## src/rtl/core/marker_crc16_frame_receiver_defines.svh

```systemverilog
// Assertion macros shared by the frame receiver RTL.
`ifndef MARKER_CRC16_FRAME_RECEIVER_DEFINES_SVH
`define MARKER_CRC16_FRAME_RECEIVER_DEFINES_SVH

// Same-cycle implication, checked on every clock edge outside reset.
`define MCRC_ASSERT_NOW(label, ante, cons, msg) \
  label: assert property (@(posedge clk) disable iff (rst) (ante) |-> (cons)) \
    else $error(msg);

// Next-cycle implication.
`define MCRC_ASSERT_NEXT(label, ante, cons, msg) \
  label: assert property (@(posedge clk) disable iff (rst) (ante) |=> (cons)) \
    else $error(msg);

`endif

```

## src/rtl/core/mcrc_pkg.sv

```systemverilog
// Shared types, constants and the CRC byte update for the frame receiver.
package mcrc_pkg;

  typedef enum logic [1:0] {
    ST_OK       = 2'd0,
    ST_TIMEOUT  = 2'd1,
    ST_OVERFLOW = 2'd2,
    ST_BADCRC   = 2'd3
  } status_t;

  localparam logic KIND_BYTE   = 1'b0;
  localparam logic KIND_STATUS = 1'b1;

  localparam logic CMD_BYTE = 1'b0;
  localparam logic CMD_TICK = 1'b1;

  localparam logic REG_TIMEOUT  = 1'b0;
  localparam logic REG_CAPACITY = 1'b1;

  localparam logic [7:0]  MARK_FIRST  = 8'hAA;
  localparam logic [7:0]  MARK_SECOND = 8'h55;
  localparam logic [15:0] CRC_INIT    = 16'hFFFF;
  localparam logic [15:0] CRC_POLY    = 16'hA001;
  localparam logic [15:0] MS_MAX      = 16'hFFFF;

  localparam logic [15:0] TIMEOUT_RESET  = 16'd1000;
  localparam logic [15:0] CAPACITY_RESET = 16'd4096;

  typedef struct packed {
    logic        kind;
    logic [7:0]  data_byte;
    logic [15:0] byte_index;
    status_t     status;
    logic [7:0]  func_code;
    logic [15:0] payload_len;
  } result_t;

  // Reflected CRC-16 update for one byte, LSB first.
  function automatic logic [15:0] crc_fold(input logic [15:0] crc, input logic [7:0] b);
    logic [15:0] c;
    c = crc ^ {8'h00, b};
    for (int i = 0; i < 8; i++) begin
      c = c[0] ? ((c >> 1) ^ CRC_POLY) : (c >> 1);
    end
    return c;
  endfunction

endpackage

```

## src/rtl/core/mcrc_deframer.sv

```systemverilog
// Frame state machine: marker hunt, header, payload, CRC check and timing.
`include "marker_crc16_frame_receiver_defines.svh"

module mcrc_deframer (
  input  logic              clk,
  input  logic              rst,
  input  logic              step,
  input  logic              cmd,
  input  logic [7:0]        rx_byte,
  input  logic [15:0]       timeout_ms,
  input  logic [15:0]       payload_capacity,
  output logic              res_valid,
  output mcrc_pkg::result_t res
);

  typedef enum logic [2:0] {
    PH_HUNT    = 3'd0,
    PH_CODE    = 3'd1,
    PH_LEN_HI  = 3'd2,
    PH_LEN_LO  = 3'd3,
    PH_PAYLOAD = 3'd4,
    PH_CRC_HI  = 3'd5,
    PH_CRC_LO  = 3'd6
  } phase_t;

  phase_t      phase, phase_next;
  logic [7:0]  prev_byte, prev_byte_next;
  logic [7:0]  frame_code, frame_code_next;
  logic [15:0] frame_length, frame_length_next;
  logic [15:0] bytes_taken, bytes_taken_next;
  logic [15:0] running_crc, running_crc_next;
  logic [7:0]  crc_hi, crc_hi_next;
  logic [15:0] elapsed_ms, elapsed_ms_next;
  logic [15:0] byte_limit, byte_limit_next;

  logic                  finish;
  mcrc_pkg::status_t     fin_status;
  logic [15:0]           elapsed_inc;
  logic [15:0]           time_left;
  logic [15:0]           crc_upd;
  logic [15:0]           len_full;
  logic [15:0]           taken_inc;

  assign elapsed_inc = (elapsed_ms == mcrc_pkg::MS_MAX) ? elapsed_ms : elapsed_ms + 16'd1;
  assign time_left   = timeout_ms - elapsed_ms;
  assign crc_upd     = mcrc_pkg::crc_fold(running_crc, rx_byte);
  assign len_full    = {frame_length[15:8], rx_byte};
  assign taken_inc   = bytes_taken + 16'd1;

  always_comb begin
    phase_next        = phase;
    prev_byte_next    = prev_byte;
    frame_code_next   = frame_code;
    frame_length_next = frame_length;
    bytes_taken_next  = bytes_taken;
    running_crc_next  = running_crc;
    crc_hi_next       = crc_hi;
    elapsed_ms_next   = elapsed_ms;
    byte_limit_next   = byte_limit;
    finish            = 1'b0;
    fin_status        = mcrc_pkg::ST_OK;
    res_valid         = 1'b0;
    res               = '0;

    if (cmd == mcrc_pkg::CMD_TICK) begin
      elapsed_ms_next = elapsed_inc;
      if (phase == PH_HUNT) begin
        if (elapsed_inc >= timeout_ms) begin
          finish     = 1'b1;
          fin_status = mcrc_pkg::ST_TIMEOUT;
        end
      end else if (elapsed_inc >= byte_limit) begin
        finish     = 1'b1;
        fin_status = mcrc_pkg::ST_TIMEOUT;
      end
    end else if (phase == PH_HUNT) begin
      if (elapsed_ms >= timeout_ms) begin
        // deadline already passed: the byte is dropped
        finish     = 1'b1;
        fin_status = mcrc_pkg::ST_TIMEOUT;
      end else if (prev_byte == mcrc_pkg::MARK_FIRST && rx_byte == mcrc_pkg::MARK_SECOND) begin
        byte_limit_next  = (time_left != 16'd0) ? time_left : 16'd1;
        elapsed_ms_next  = '0;
        running_crc_next = mcrc_pkg::CRC_INIT;
        phase_next       = PH_CODE;
      end else begin
        prev_byte_next = rx_byte;
      end
    end else begin
      elapsed_ms_next = '0;
      unique case (phase)
        PH_CODE: begin
          frame_code_next  = rx_byte;
          running_crc_next = crc_upd;
          phase_next       = PH_LEN_HI;
        end
        PH_LEN_HI: begin
          frame_length_next = {rx_byte, 8'h00};
          running_crc_next  = crc_upd;
          phase_next        = PH_LEN_LO;
        end
        PH_LEN_LO: begin
          frame_length_next = len_full;
          running_crc_next  = crc_upd;
          if (len_full > payload_capacity) begin
            finish     = 1'b1;
            fin_status = mcrc_pkg::ST_OVERFLOW;
          end else begin
            bytes_taken_next = '0;
            phase_next       = (len_full == 16'd0) ? PH_CRC_HI : PH_PAYLOAD;
          end
        end
        PH_PAYLOAD: begin
          running_crc_next = crc_upd;
          bytes_taken_next = taken_inc;
          if (taken_inc >= frame_length) begin
            phase_next = PH_CRC_HI;
          end
          res_valid      = 1'b1;
          res.kind       = mcrc_pkg::KIND_BYTE;
          res.data_byte  = rx_byte;
          res.byte_index = bytes_taken;
        end
        PH_CRC_HI: begin
          crc_hi_next = rx_byte;
          phase_next  = PH_CRC_LO;
        end
        PH_CRC_LO: begin
          finish     = 1'b1;
          fin_status = ({crc_hi, rx_byte} != running_crc) ? mcrc_pkg::ST_BADCRC
                                                          : mcrc_pkg::ST_OK;
        end
        default: begin
          phase_next = PH_HUNT;
        end
      endcase
    end

    if (finish) begin
      res_valid   = 1'b1;
      res         = '0;
      res.kind    = mcrc_pkg::KIND_STATUS;
      res.status  = fin_status;
      if (fin_status == mcrc_pkg::ST_OK) begin
        res.func_code   = frame_code;
        res.payload_len = frame_length;
      end
      phase_next        = PH_HUNT;
      prev_byte_next    = '0;
      frame_code_next   = '0;
      frame_length_next = '0;
      bytes_taken_next  = '0;
      running_crc_next  = mcrc_pkg::CRC_INIT;
      crc_hi_next       = '0;
      elapsed_ms_next   = '0;
      byte_limit_next   = '0;
    end
  end

  always_ff @(posedge clk) begin
    if (rst) begin
      phase        <= PH_HUNT;
      prev_byte    <= '0;
      frame_code   <= '0;
      frame_length <= '0;
      bytes_taken  <= '0;
      running_crc  <= mcrc_pkg::CRC_INIT;
      crc_hi       <= '0;
      elapsed_ms   <= '0;
      byte_limit   <= '0;
    end else if (step) begin
      phase        <= phase_next;
      prev_byte    <= prev_byte_next;
      frame_code   <= frame_code_next;
      frame_length <= frame_length_next;
      bytes_taken  <= bytes_taken_next;
      running_crc  <= running_crc_next;
      crc_hi       <= crc_hi_next;
      elapsed_ms   <= elapsed_ms_next;
      byte_limit   <= byte_limit_next;
    end
  end

  `MCRC_ASSERT_NOW(a_byte_only_in_payload, res_valid && res.kind == mcrc_pkg::KIND_BYTE, phase == PH_PAYLOAD, "payload beat outside payload phase")
  `MCRC_ASSERT_NEXT(a_status_rearms, step && res_valid && res.kind == mcrc_pkg::KIND_STATUS, phase == PH_HUNT && running_crc == mcrc_pkg::CRC_INIT && elapsed_ms == 16'd0, "status did not re-arm")
  `MCRC_ASSERT_NOW(a_index_in_range, phase == PH_PAYLOAD, bytes_taken < frame_length, "payload index past length")
  `MCRC_ASSERT_NOW(a_limit_nonzero, phase != PH_HUNT, byte_limit != 16'd0, "byte deadline zero after sync")

endmodule

```

## src/rtl/core/marker_crc16_frame_receiver.sv

```systemverilog
// Marker-synchronized CRC-16 frame receiver: top level with config and beat registers.
//
// Input stream (s_*): one beat per received byte (tuser 0, byte in tdata) or per
// millisecond tick (tuser 1). The block hunts for 0xAA 0x55, reads code, length,
// payload and CRC, and forwards each payload byte as an output beat (tuser 0).
// Every frame ends with one status beat (tuser 1): ok, timeout, overflow, bad CRC.
// Ticks and most bytes produce no output beat.
// Config: cfg_we writes cfg_data into register cfg_index (0 timeout_ms,
// 1 payload_capacity); write only while the block is idle.
// An accepted input beat is held in the input register until it steps the state
// machine; its output beat, if any, is loaded into the output register at that step.
// Throughput: one input beat per cycle while the output is not stalled; the combinational
// CRC byte update and the state step sit between the input register and the output register.
// Stall: while m_tready is low a waiting output holds, one more beat may be
// taken into the input register, then s_tready drops.
// Reset: rst (synchronous) empties both registers, returns to marker hunt and
// loads the default timeout (1000 ms) and capacity (4096).
module marker_crc16_frame_receiver (
  input  logic        clk,
  input  logic        rst,
  input  logic        s_tvalid,
  output logic        s_tready,
  input  logic [7:0]  s_tdata,   // [7:0] rx_byte
  input  logic        s_tuser,   // [0] cmd
  output logic        m_tvalid,
  input  logic        m_tready,
  output logic [55:0] m_tdata,   // [7:0] data_byte, [23:8] byte_index, [25:24] status,
                                 // [33:26] func_code, [49:34] payload_len, [55:50] zero
  output logic        m_tuser,   // [0] result_kind
  input  logic        cfg_we,
  input  logic        cfg_index,
  input  logic [15:0] cfg_data
);

  logic [15:0] timeout_ms;
  logic [15:0] payload_capacity;

  logic        in_valid;
  logic        in_cmd;
  logic [7:0]  in_byte;
  logic        proc_en;

  logic              res_valid;
  mcrc_pkg::result_t res;
  mcrc_pkg::result_t out_res;

  assign proc_en  = in_valid && (!m_tvalid || m_tready);
  assign s_tready = !in_valid || proc_en;

  always_ff @(posedge clk) begin
    if (rst) begin
      timeout_ms       <= mcrc_pkg::TIMEOUT_RESET;
      payload_capacity <= mcrc_pkg::CAPACITY_RESET;
    end else if (cfg_we) begin
      unique case (cfg_index)
        mcrc_pkg::REG_TIMEOUT:  timeout_ms       <= cfg_data;
        mcrc_pkg::REG_CAPACITY: payload_capacity <= cfg_data;
        default: ;
      endcase
    end
  end

  always_ff @(posedge clk) begin
    if (rst) begin
      in_valid <= 1'b0;
    end else if (s_tready) begin
      in_valid <= s_tvalid;
    end
  end

  always_ff @(posedge clk) begin
    if (s_tvalid && s_tready) begin
      in_cmd  <= s_tuser;
      in_byte <= s_tdata;
    end
  end

  mcrc_deframer u_deframer (
    .clk              (clk),
    .rst              (rst),
    .step             (proc_en),
    .cmd              (in_cmd),
    .rx_byte          (in_byte),
    .timeout_ms       (timeout_ms),
    .payload_capacity (payload_capacity),
    .res_valid        (res_valid),
    .res              (res)
  );

  always_ff @(posedge clk) begin
    if (rst) begin
      m_tvalid <= 1'b0;
    end else if (proc_en) begin
      m_tvalid <= res_valid;
    end else if (m_tready) begin
      m_tvalid <= 1'b0;
    end
  end

  always_ff @(posedge clk) begin
    if (proc_en && res_valid) begin
      out_res <= res;
    end
  end

  assign m_tuser = out_res.kind;
  assign m_tdata = {6'b0, out_res.payload_len, out_res.func_code, out_res.status,
                    out_res.byte_index, out_res.data_byte};

endmodule
```

## config.mk

```make
export PLATFORM = sky130hd
export DESIGN_NAME = marker_crc16_frame_receiver
export DESIGN_NICKNAME = d
export VERILOG_FILES = /design/src/rtl/core/mcrc_pkg.sv /design/src/rtl/core/mcrc_deframer.sv /design/src/rtl/core/marker_crc16_frame_receiver.sv
export VERILOG_INCLUDE_DIRS = /design/src /design/src/rtl/core
export SDC_FILE = /design/constraint.sdc
export NUM_CORES = 1
export LEC_CHECK = 0
export BUFFER_PORTS_ARGS = -buffer_cell sky130_fd_sc_hd__buf_4
export CAP_MARGIN = 20
export CORE_AREA = 2 2 259 133
export DETAILED_ROUTE_END_ITERATION = 7
export DIE_AREA = 0 0 261 135
export SYNTH_ARGS = -nofsm -noshare
export SYNTH_HDL_FRONTEND = slang
export SYNTH_SLANG_ARGS = --single-unit
```

## constraint.sdc

```tcl
create_clock -name clk -period 11.3 [get_ports clk]
set_clock_uncertainty 0.1 [all_clocks]
set_input_delay 1.13 -clock clk [delete_from_list [all_inputs] [get_ports clk]]
set_output_delay 1.13 -clock clk [all_outputs]
set_load 0.005 [all_outputs]
```

# == Yosys cells after proc, flatten, opt, wreduce, memory -nomap -nowiden ==
# Cells that the tools add are included.
# totals
mem_bits_rw,0
out_inout_bits,59
in_bits,31
regBits,201
mem_count,0
latch_bits,0
rom_bits,0
wordCells,183
# classes
mux,83
n_bitwise,11
eq_ne,23
n_mul,0
order_cmp,5
n_addsub,3
n_div,0
n_reduce_logical,36
shift,0
# ops
operator,n
16-bit 2-to-1 mux,33
8-bit 2-to-1 mux,13
16-bit >= comparator,4
16-bit case mux with 2 select lines,2
25-bit 2-to-1 mux,2
"16-bit by 1-bit adder with 16-bit output, second input constant",2
5-bit AND reduction,5
24-bit 2-to-1 mux,1
2-bit inverter with 3-bit output,8
3-bit 2-to-1 mux,7
3-bit case mux with 6 select lines,1
1-bit 2-to-1 mux,17
"16-bit equality test, second input constant",1
16-bit greater-than comparator,1
16-bit zero test,1
16-bit inequality test,1
16-bit nonzero test,1
16-bit subtractor,1
16-bit by 8-bit bitwise XOR with 16-bit output,1
4-bit AND reduction,3
2-bit nonzero test,6
2-bit 2-to-1 mux,5
"2-bit by 1-bit inequality test with 1-bit output, second input constant",5
"3-bit equality test, second input constant",3
other kinds (22),37

# == Longest topological paths before layout ==
# Gate-level depths: netlist of run 1.
# logic_depth
ltp_word,21
ltp_mapped,20
depth_no_buf,18

# == Modules after synthesis ==
# Synthesis of run 1 repeated with hierarchy kept, for this count alone.
# unflattened
cells_unflattened,1221
hier_area_um2,11481.0
# modules_own_cells
module,instances,seq_area_each_um2,cells_per_inst,area_per_inst_um2
mcrc_deframer,1,2142.1,1009,8152.8
marker_crc16_frame_receiver,1,2482.4,212,3328.2

# == Worst setup path after synthesis of run 1 ==
# OpenSTA, ideal clock, no wires.
# synth_path
path_type,register -> register
from,register u_deframer.elapsed_ms[3]
to,"register out_res, in the netlist m_tdata[0], enable pin"
path_buffers,4
stages_incl_launch_ff,19
required_ns,10.724
arrival_ns,6.202
synth_period_minus_slack_ns,6.778
setup_ns,0.476
setup_slack_ns,4.522
path_cell_list,dfxtp_1 -> clkbuf_1 -> nand4_1 -> nor3_1 -> nand4_1 -> nand4_1 -> clkbuf_1 -> nor3_1 -> or2_2 -> ha_1 -> o21a_1 -> nor2_1 -> nor4_1 -> a211oi_1 -> nor4b_2 -> nor3_4 -> buf_2 -> buf_2 -> a21oi_1
# synth_between
elab_chain_cells,8
elab_cells_between_ends,14
classes_between,add/sub (1); order compare (3); eq/ne (1); mux (8); reduce/logical (1)
# synth_rtl
item,line_no,source
start: declaration,mcrc_deframer.sv:33,"logic [15:0] elapsed_ms, elapsed_ms_next;"
start signal: assignment,mcrc_deframer.sv:179,elapsed_ms <= elapsed_ms_next;
16-bit by 1-bit adder with 16-bit output or 16-bit equality test (tied branches),mcrc_deframer.sv:44,assign elapsed_inc = (elapsed_ms == mcrc_pkg::MS_MAX) ? elapsed_ms : elapsed_ms + 16'd1;
16-bit 2-to-1 mux,mcrc_deframer.sv:44,
16-bit >= comparator (on tied branches),"mcrc_deframer.sv:72, mcrc_deframer.sv:68",
1-bit 2-to-1 mux (on tied branches),"mcrc_deframer.sv:72, mcrc_deframer.sv:68",
1-bit 2-to-1 mux,mcrc_deframer.sv:67,if (phase == PH_HUNT) begin
1-bit 2-to-1 mux (*),mcrc_deframer.sv:65,if (cmd == mcrc_pkg::CMD_TICK) begin
1-bit 2-to-1 mux (*),mcrc_deframer.sv:139,if (finish) begin
1-bit logical AND (*),marker_crc16_frame_receiver.sv:101,if (proc_en && res_valid) begin
end signal: assignment,marker_crc16_frame_receiver.sv:102,out_res <= res;
end: declaration,marker_crc16_frame_receiver.sv:45,mcrc_pkg::result_t out_res;
# Mark *: on every way between the ends. The rest lies on a longest branch, timed or not.
# A chain may end at the register's enable or synchronous reset.

# == Worst setup path in the final report of run 1 ==
# layout_path
from,register u_deframer.elapsed_ms[3]
to,"register out_res, in the netlist m_tdata[33], enable pin"
# The elaborated chain is that of the path after synthesis.

==> out/results.tsv, run 1 <==
metric	value	unit
status	finished clean	
H-tree levels	1	
reg-to-reg critical path endpoint	m_tdata[33]	
clk_lat worst skew	0.52	ns
total CTS buffers	21	
Die Ht	135	um
GRT Util Overall	18.5	%
Synth Area in Compound Gates	16.8	%
largest family of logic cells by synthesized area	simple AND/OR/NAND/NOR gates	
CTS Buffer Depth	3	
cts repair resizes	0	
top-area cell type share of the netlist area	24.8	%
Vias/cell	5.41	
Mean Syn Cell Area	8.91	um^2
Final ANT Viol Nets	0	
Worst Hold Depth	2	
# diodes	0	
total setup buffers inserted after CTS	0	
DRT Wirelength	33100	um
Area Overhead vs Synth	14.7	%
Worst R2R Start	u_deframer.elapsed_ms[3]	
share of layout cells above drive strength 1	12.8	%
TritonCTS clock tree	built	
# IOs	90	
first-pass GRT wire length	51500	um
Least-Margin Pin Slew	1.05	ns
count of cell types in the netlist	79	
GPL Wtd Cong	0.966	
DRC violations left	0	
critical path fanouts, max	51	
wire length per cell	18.5	um
dpl hpwl	24400	um
Seq/Total Area, Yosys	40.6	%
DR iter-0 viols	770	
Async S/R FF share, synth	0	%
PortBufs	83	
gr ovfl total	0	
core area	32800	um^2
Max Cap Viol	0	
EDFF count, synth	60	
Final Cycle Share	50.7	%
final setup vio count	0	
Max-Slew Margin vs Limit	29.6	%
Crit. Startpoint	u_deframer.elapsed_ms[3]	
Worst setup EP type	register	
initial antenna violation count	0	
clock root cell	clkbuf_16	
list of most frequent post-synthesis cells	dfxtp_1, nand2_1, inv_1	
placed insts	1751	
post-synthesis mux area share	1.60	%
WS Path Type	register to register	
Fmax achieved	175	MHz
count leader, synth	dfxtp_1	
CTS clock-pin slew for the worst setup and hold paths	0.07	ns
hold_buf cts	0	
drt first pass iters	5	
die area	35200	um^2
Worst R2R Setup Slack	5.57	ns
post-synthesis xor/xnor area fraction	4.00	%
setup_tns	0	ns
crit path time final	5.73	ns
synth top area cells	dfxtp_1, edfxtp_1, ha_1	
cell taking the most area after synthesis	dfxtp_1	
P per Cell Area	122	nW/um^2
worst hold slack	0.360	ns
RSZ-0062 raised after global routing	false	
HP Start	u_deframer.prev_byte[4]	
P_leak	5.08	nW
largest net degree at the start of global routing	71	
Slew Viols, Final	0	
CTS Sinks	201	
fin nets	1452	
Arr. time, crit path	5.83	ns
Layout Cells excl Fill	1790	
Synth Warn #	0	
Yosys reg bits	201	
VDD IR max	0.0989	mV
Worst Setup Start Kind	register	
CP Data Required Time	11.40	ns
simple-gate portion of the synthesized area	21.5	%
via count of the first global-routing pass	9327	
Netlist Area Pre-Place	11400	um^2
row count	47	
Min-Delay Endpoint	u_deframer.prev_byte[4]	
Gate Count Post-Synth	1278	
top_reg_cell synth	dfxtp_1	
min-delay worst type	register to register	
adder-cell share of the synthesized area	9.62	%
Die Wd	261	um
Fin. Hold Viols	0	
Worst R2R Path Depth	16	
initial core utilization	34.7	%
vias	9687	
## cells by family (layout without fill, tap and decap cells)
| group | Yosys count | in the layout |
|---|---|---|
| fa+ha+maj | 87 | 87 |
| other cells | 1 | 6 |
| simple gates | 475 | 475 |
| compound gates | 276 | 276 |
| xor+xnor | 52 | 52 |
| buf+inv | 168 | 234 |
| mux | 18 | 18 |
| flops | 201 | 201 |
## metrics by stage
step           setup slack (ns)  cell area, um^2  total power, mW  utilization [%]
2_1_floorplan              4.52            11400            0.892                -
3_3_place_gp               5.73            12400            0.943             37.8
3_5_place_dp               5.55            12400            0.947             37.8
4_1_cts                    5.53            13000             1.61             39.8
5_1_grt                    5.24            13100             1.65             39.8
6_report                   5.57            13100             1.60             39.8
## how the worst max path moves through the flow
stage                                endpoint  slack, ns  depth (start not counted)
floorplan                          m_tdata[0]       4.52                         18
global placement    u_deframer.running_crc[0]       5.73                         16
detailed placement  u_deframer.running_crc[0]       5.55                         16
CTS                 u_deframer.running_crc[0]       5.53                         16
global route                          m_tuser       5.24                         16
finish                            m_tdata[33]       5.57                         16
## sequential cells by signal (all words and copies together), names as in the netlist
name                     flops
in_byte                      8
in_cmd                       1
in_valid                     1
m_tdata                     50
m_tuser                      1
m_tvalid                     1
payload_capacity            16
timeout_ms                  16
u_deframer.byte_limit       16
u_deframer.bytes_taken      16
u_deframer.crc_hi            8
u_deframer.elapsed_ms       16
u_deframer.frame_code        8
u_deframer.frame_length     16
u_deframer.phase             3
u_deframer.prev_byte         8
u_deframer.running_crc      16
## routing by layer
metal | track usage (%) | up-vias | wire, um | share of wire, %
li1 | - | 4709 | - | -
met5 | 0 | - | 0 | 0
met3 | 2.48 | 57 | 1440 | 4.3
met2 | 30.5 | 225 | 15300 | 46
met4 | 6.22 | 0 | 1020 | 3.1
met1 | 25.0 | 4696 | 15400 | 47
## cell usage in the layout (no fill, tap or decap), drive strengths merged, types with 4 or more instances in the layout
master,netlist,layout
nor4b,4,4
a31oi,4,4
a21o,12,12
buf,24,99
nand2,139,139
a22o,28,28
nand3,38,38
a22oi,8,8
and2,21,21
and3,40,40
or2,15,15
edfxtp,60,60
a211oi,11,11
or3,7,7
o211ai,12,12
conb,1,6
o32ai,8,8
nand2b,10,10
nand4,29,29
nor2b,24,24
a21oi,85,85
a31o,12,12
xnor2,38,38
nor3,30,30
o21a,13,13
nor2,63,63
o31ai,7,7
dfxtp,141,141
clkinvlp,0,4
ha,86,86
clkbuf,47,29
o21ai,46,46
and4,4,4
nor4,42,42
xor2,14,14
inv,97,98
clkinv,0,4
mux2i,16,16
## worst max-delay path, stage by stage, from the launching register on
cell      delay [ns]
dfxtp_1         0.48
nand4_1         0.32
nor3_1          0.32
nand4_1         0.46
nand4_1         0.59
nor3_1          0.11
or2_2           0.32
ha_1            0.20
or3_1           0.40
a211oi_1        0.21
o21ai_0         0.12
a211oi_1        0.33
nor4b_2         0.13
nor3_4          0.45
buf_4           0.36
a21oi_4         0.08
buf_4           0.36
## layout make-up
| cell class | count | area, um^2 |
|---|---|---|
| Tap cell | 441 | 552 |
| Fill cell | 3268 | 19800 |
| Timing Repair Buffer | 99 | 751 |
| Clock inverter | 9 | 58.8 |
| Clock buffer | 29 | 586 |
| Inverter | 97 | 364 |
| Multi-Input combinational cell | 914 | 6120 |
| Sequential cell | 201 | 4620 |
## power breakdown
group	switching, mW	internal [mW]	leakage [nW]
logic	0.104	0.0589	2.99
registers	0.0173	0.753	1.78
clock network	0.298	0.365	0.307
total	0.420	1.18	5.08
Power figures use the tool's default switching activity.
==> run 2, diff against run 1 <==
==> constraint.sdc (replaced) <==
create_clock -name clk -period 5.8 [get_ports clk]
set_clock_uncertainty 0.1 [all_clocks]
set_input_delay 0.58 -clock clk [delete_from_list [all_inputs] [get_ports clk]]
set_output_delay 0.58 -clock clk [all_outputs]
set_load 0.005 [all_outputs]
==> run 2 against run 1 <==
Sequential share of layout area down 0.29 points. Die area unchanged. Sequential power rose by 94%. Sequential cell count unchanged. Clock-buffer cell count up 2. Via count rose by 1.8%. Highest routed layer unchanged.
==> out/results.tsv, run 2 (synthesis results as in run 1) <==
metric	value	unit
status	finished clean	
gr ovfl total	0	
initial antenna violation count	0	
net switching power	0.828	mW
clock root cell	clkbuf_16	
clk_lat worst skew	0.52	ns
Vias/cell	5.50	
crit path time final	5.35	ns
share of power burned in registers	45.9	%
Fmax achieved	187	MHz
CTS clock-pin slew for the worst setup and hold paths	0.06	ns
Crit. Startpoint	u_deframer.elapsed_ms[0]	
reg-to-reg critical path endpoint	u_deframer.byte_limit[12]	
DRC violations left	0	
Fin. Hold Viols	0	
TritonCTS clock tree	built	
clock network fraction of design power	43.8	%
Worst Setup EP	u_deframer.byte_limit[12]	
via count of the first global-routing pass	9451	
VDD IR max	0.185	mV
drt first pass iters	5	
H-tree levels	1	
share of layout cells above drive strength 1	13.0	%
CTS Buffer Depth	3	
Worst R2R Start	u_deframer.elapsed_ms[0]	
die area	35200	um^2
# diodes	0	
final setup vio count	0	
wire length per cell	18.6	um
GPL Wtd Cong	0.935	
core area	32800	um^2
first-pass GRT wire length	52500	um
total setup buffers inserted after CTS	0	
Worst R2R Path Depth	17	
Final Cycle Share	92.2	%
Arr. time, crit path	5.71	ns
CP Data Required Time	6.16	ns
row count	47	
GRT Util Overall	18.7	%
total CTS buffers	22	
largest net degree at the start of global routing	76	
hold_buf cts	0	
Worst setup EP type	register	
RSZ-0062 raised after global routing	false	
fillers	3253	
setup_tns	0	ns
Die Ht	135	um
Int Pwr	2.43	mW
initial core utilization	34.7	%
Max Cap Viol	0	
DRT Wirelength	33400	um
critical path fanouts, max	18	
Final ANT Viol Nets	0	
P_leak	5.13	nW
PortBufs	83	
vias	9865	
Die Wd	261	um
WS Path Type	register to register	
most frequent cells in the layout	dfxtp_1, nand2_1, buf_4	
most common cell after layout, fill and taps aside	dfxtp_1	
Area Overhead vs Synth	15.6	%
worst hold slack	0.133	ns
DR iter-0 viols	753	
cts repair resizes	0	
Slew Viols, Final	0	
Least-Margin Pin Slew	1.16	ns
Max-Slew Margin vs Limit	22.6	%
Worst R2R Setup Slack	0.45	ns
min-delay worst type	input port to register	
# IOs	90	
Worst Setup Start Kind	register	
fin nets	1455	
register area	4620	um^2
number of flip-flops in the largest register	50	
Power Total	3.26	mW
Multi-input gate area	6130	um^2
Comb power frac	10.3	%
dpl hpwl	24800	um
CTS Sinks	201	
Switching Fraction	25.4	%
P per Cell Area	247	nW/um^2
==> run 2: cell count changes in the layout (fill, tap and decap cells not counted), sizes merged <==
cell,previous run,this run
clkinv,4,5
inv,98,97
buf,99,101
clkinvlp,4,2
bufinv,0,2
clkbuf,29,31
==> run 2: how the worst min path moves through the flow <==
stage          cells past startpoint                     from                      end  slack [ns]
4_1_cts                            1               s_tdata[6]               in_byte[6]        0.12
2_1_floorplan                      2  u_deframer.prev_byte[1]  u_deframer.prev_byte[1]        0.33
6_report                           1               s_tdata[6]               in_byte[6]        0.13
3_5_place_dp                       2      payload_capacity[9]      payload_capacity[9]        0.35
3_3_place_gp                       2  u_deframer.prev_byte[3]  u_deframer.prev_byte[3]        0.33
5_1_grt                            1               s_tdata[5]               in_byte[5]        0.12
==> run 2: critical path, cell delays in order, from the launching register on <==
cell and delay (ns):
dfxtp_1 0.50, ha_1 0.24, nand2_1 0.14, nor2_1 0.14, nand4_1 0.40, nand4_1 0.53
nor3_1 0.10, or2_2 0.33, ha_1 0.20, or3_1 0.39, a211oi_1 0.24, o21ai_0 0.13
a211oi_1 0.34, nor4b_2 0.14, nor3_4 0.39, inv_2 0.25, o31ai_4 0.49, a22o_1 0.22
==> run 2: layout make-up <==
cell class | count | area share (%)
multi-input combinational | 914 | 46.6
sequential | 201 | 35.1
timing repair buffer | 101 | 5.82
clock buffer | 31 | 4.75
tap | 441 | 4.19
inverter | 97 | 2.77
clock inverter | 9 | 0.808
==> run 2: metrics by stage <==
stage	setup slack [ns]	instance area, um^2	cells	util, %
floorplan	0.170	11400	1283	-
global placement	0.640	12400	1752	37.8
detailed placement	0.496	12400	1752	37.8
CTS	0.482	13100	1792	40.1
global route	0.0710	13200	1794	40.1
finish	0.454	13200	1794	40.1
==> run 2: power groups by stage <==
| stage | clock network [mW] | registers [mW] | logic [mW] |
|---|---|---|---|
| floorplan | 0 | 1.51 | 0.228 |
| global route | 1.51 | 1.50 | 0.365 |
| detailed placement | 0 | 1.53 | 0.325 |
| CTS | 1.45 | 1.49 | 0.327 |
| finish | 1.43 | 1.49 | 0.334 |
| global placement | 0 | 1.52 | 0.317 |
==> run 2: routing by layer <==
metal,up-vias,GRT usage (%),wire [um]
li1,4711,-,-
met1,4846,25.8,15600
met2,262,31.0,15700
met3,46,2.57,1570
met4,0,4.67,610
met5,-,0,0
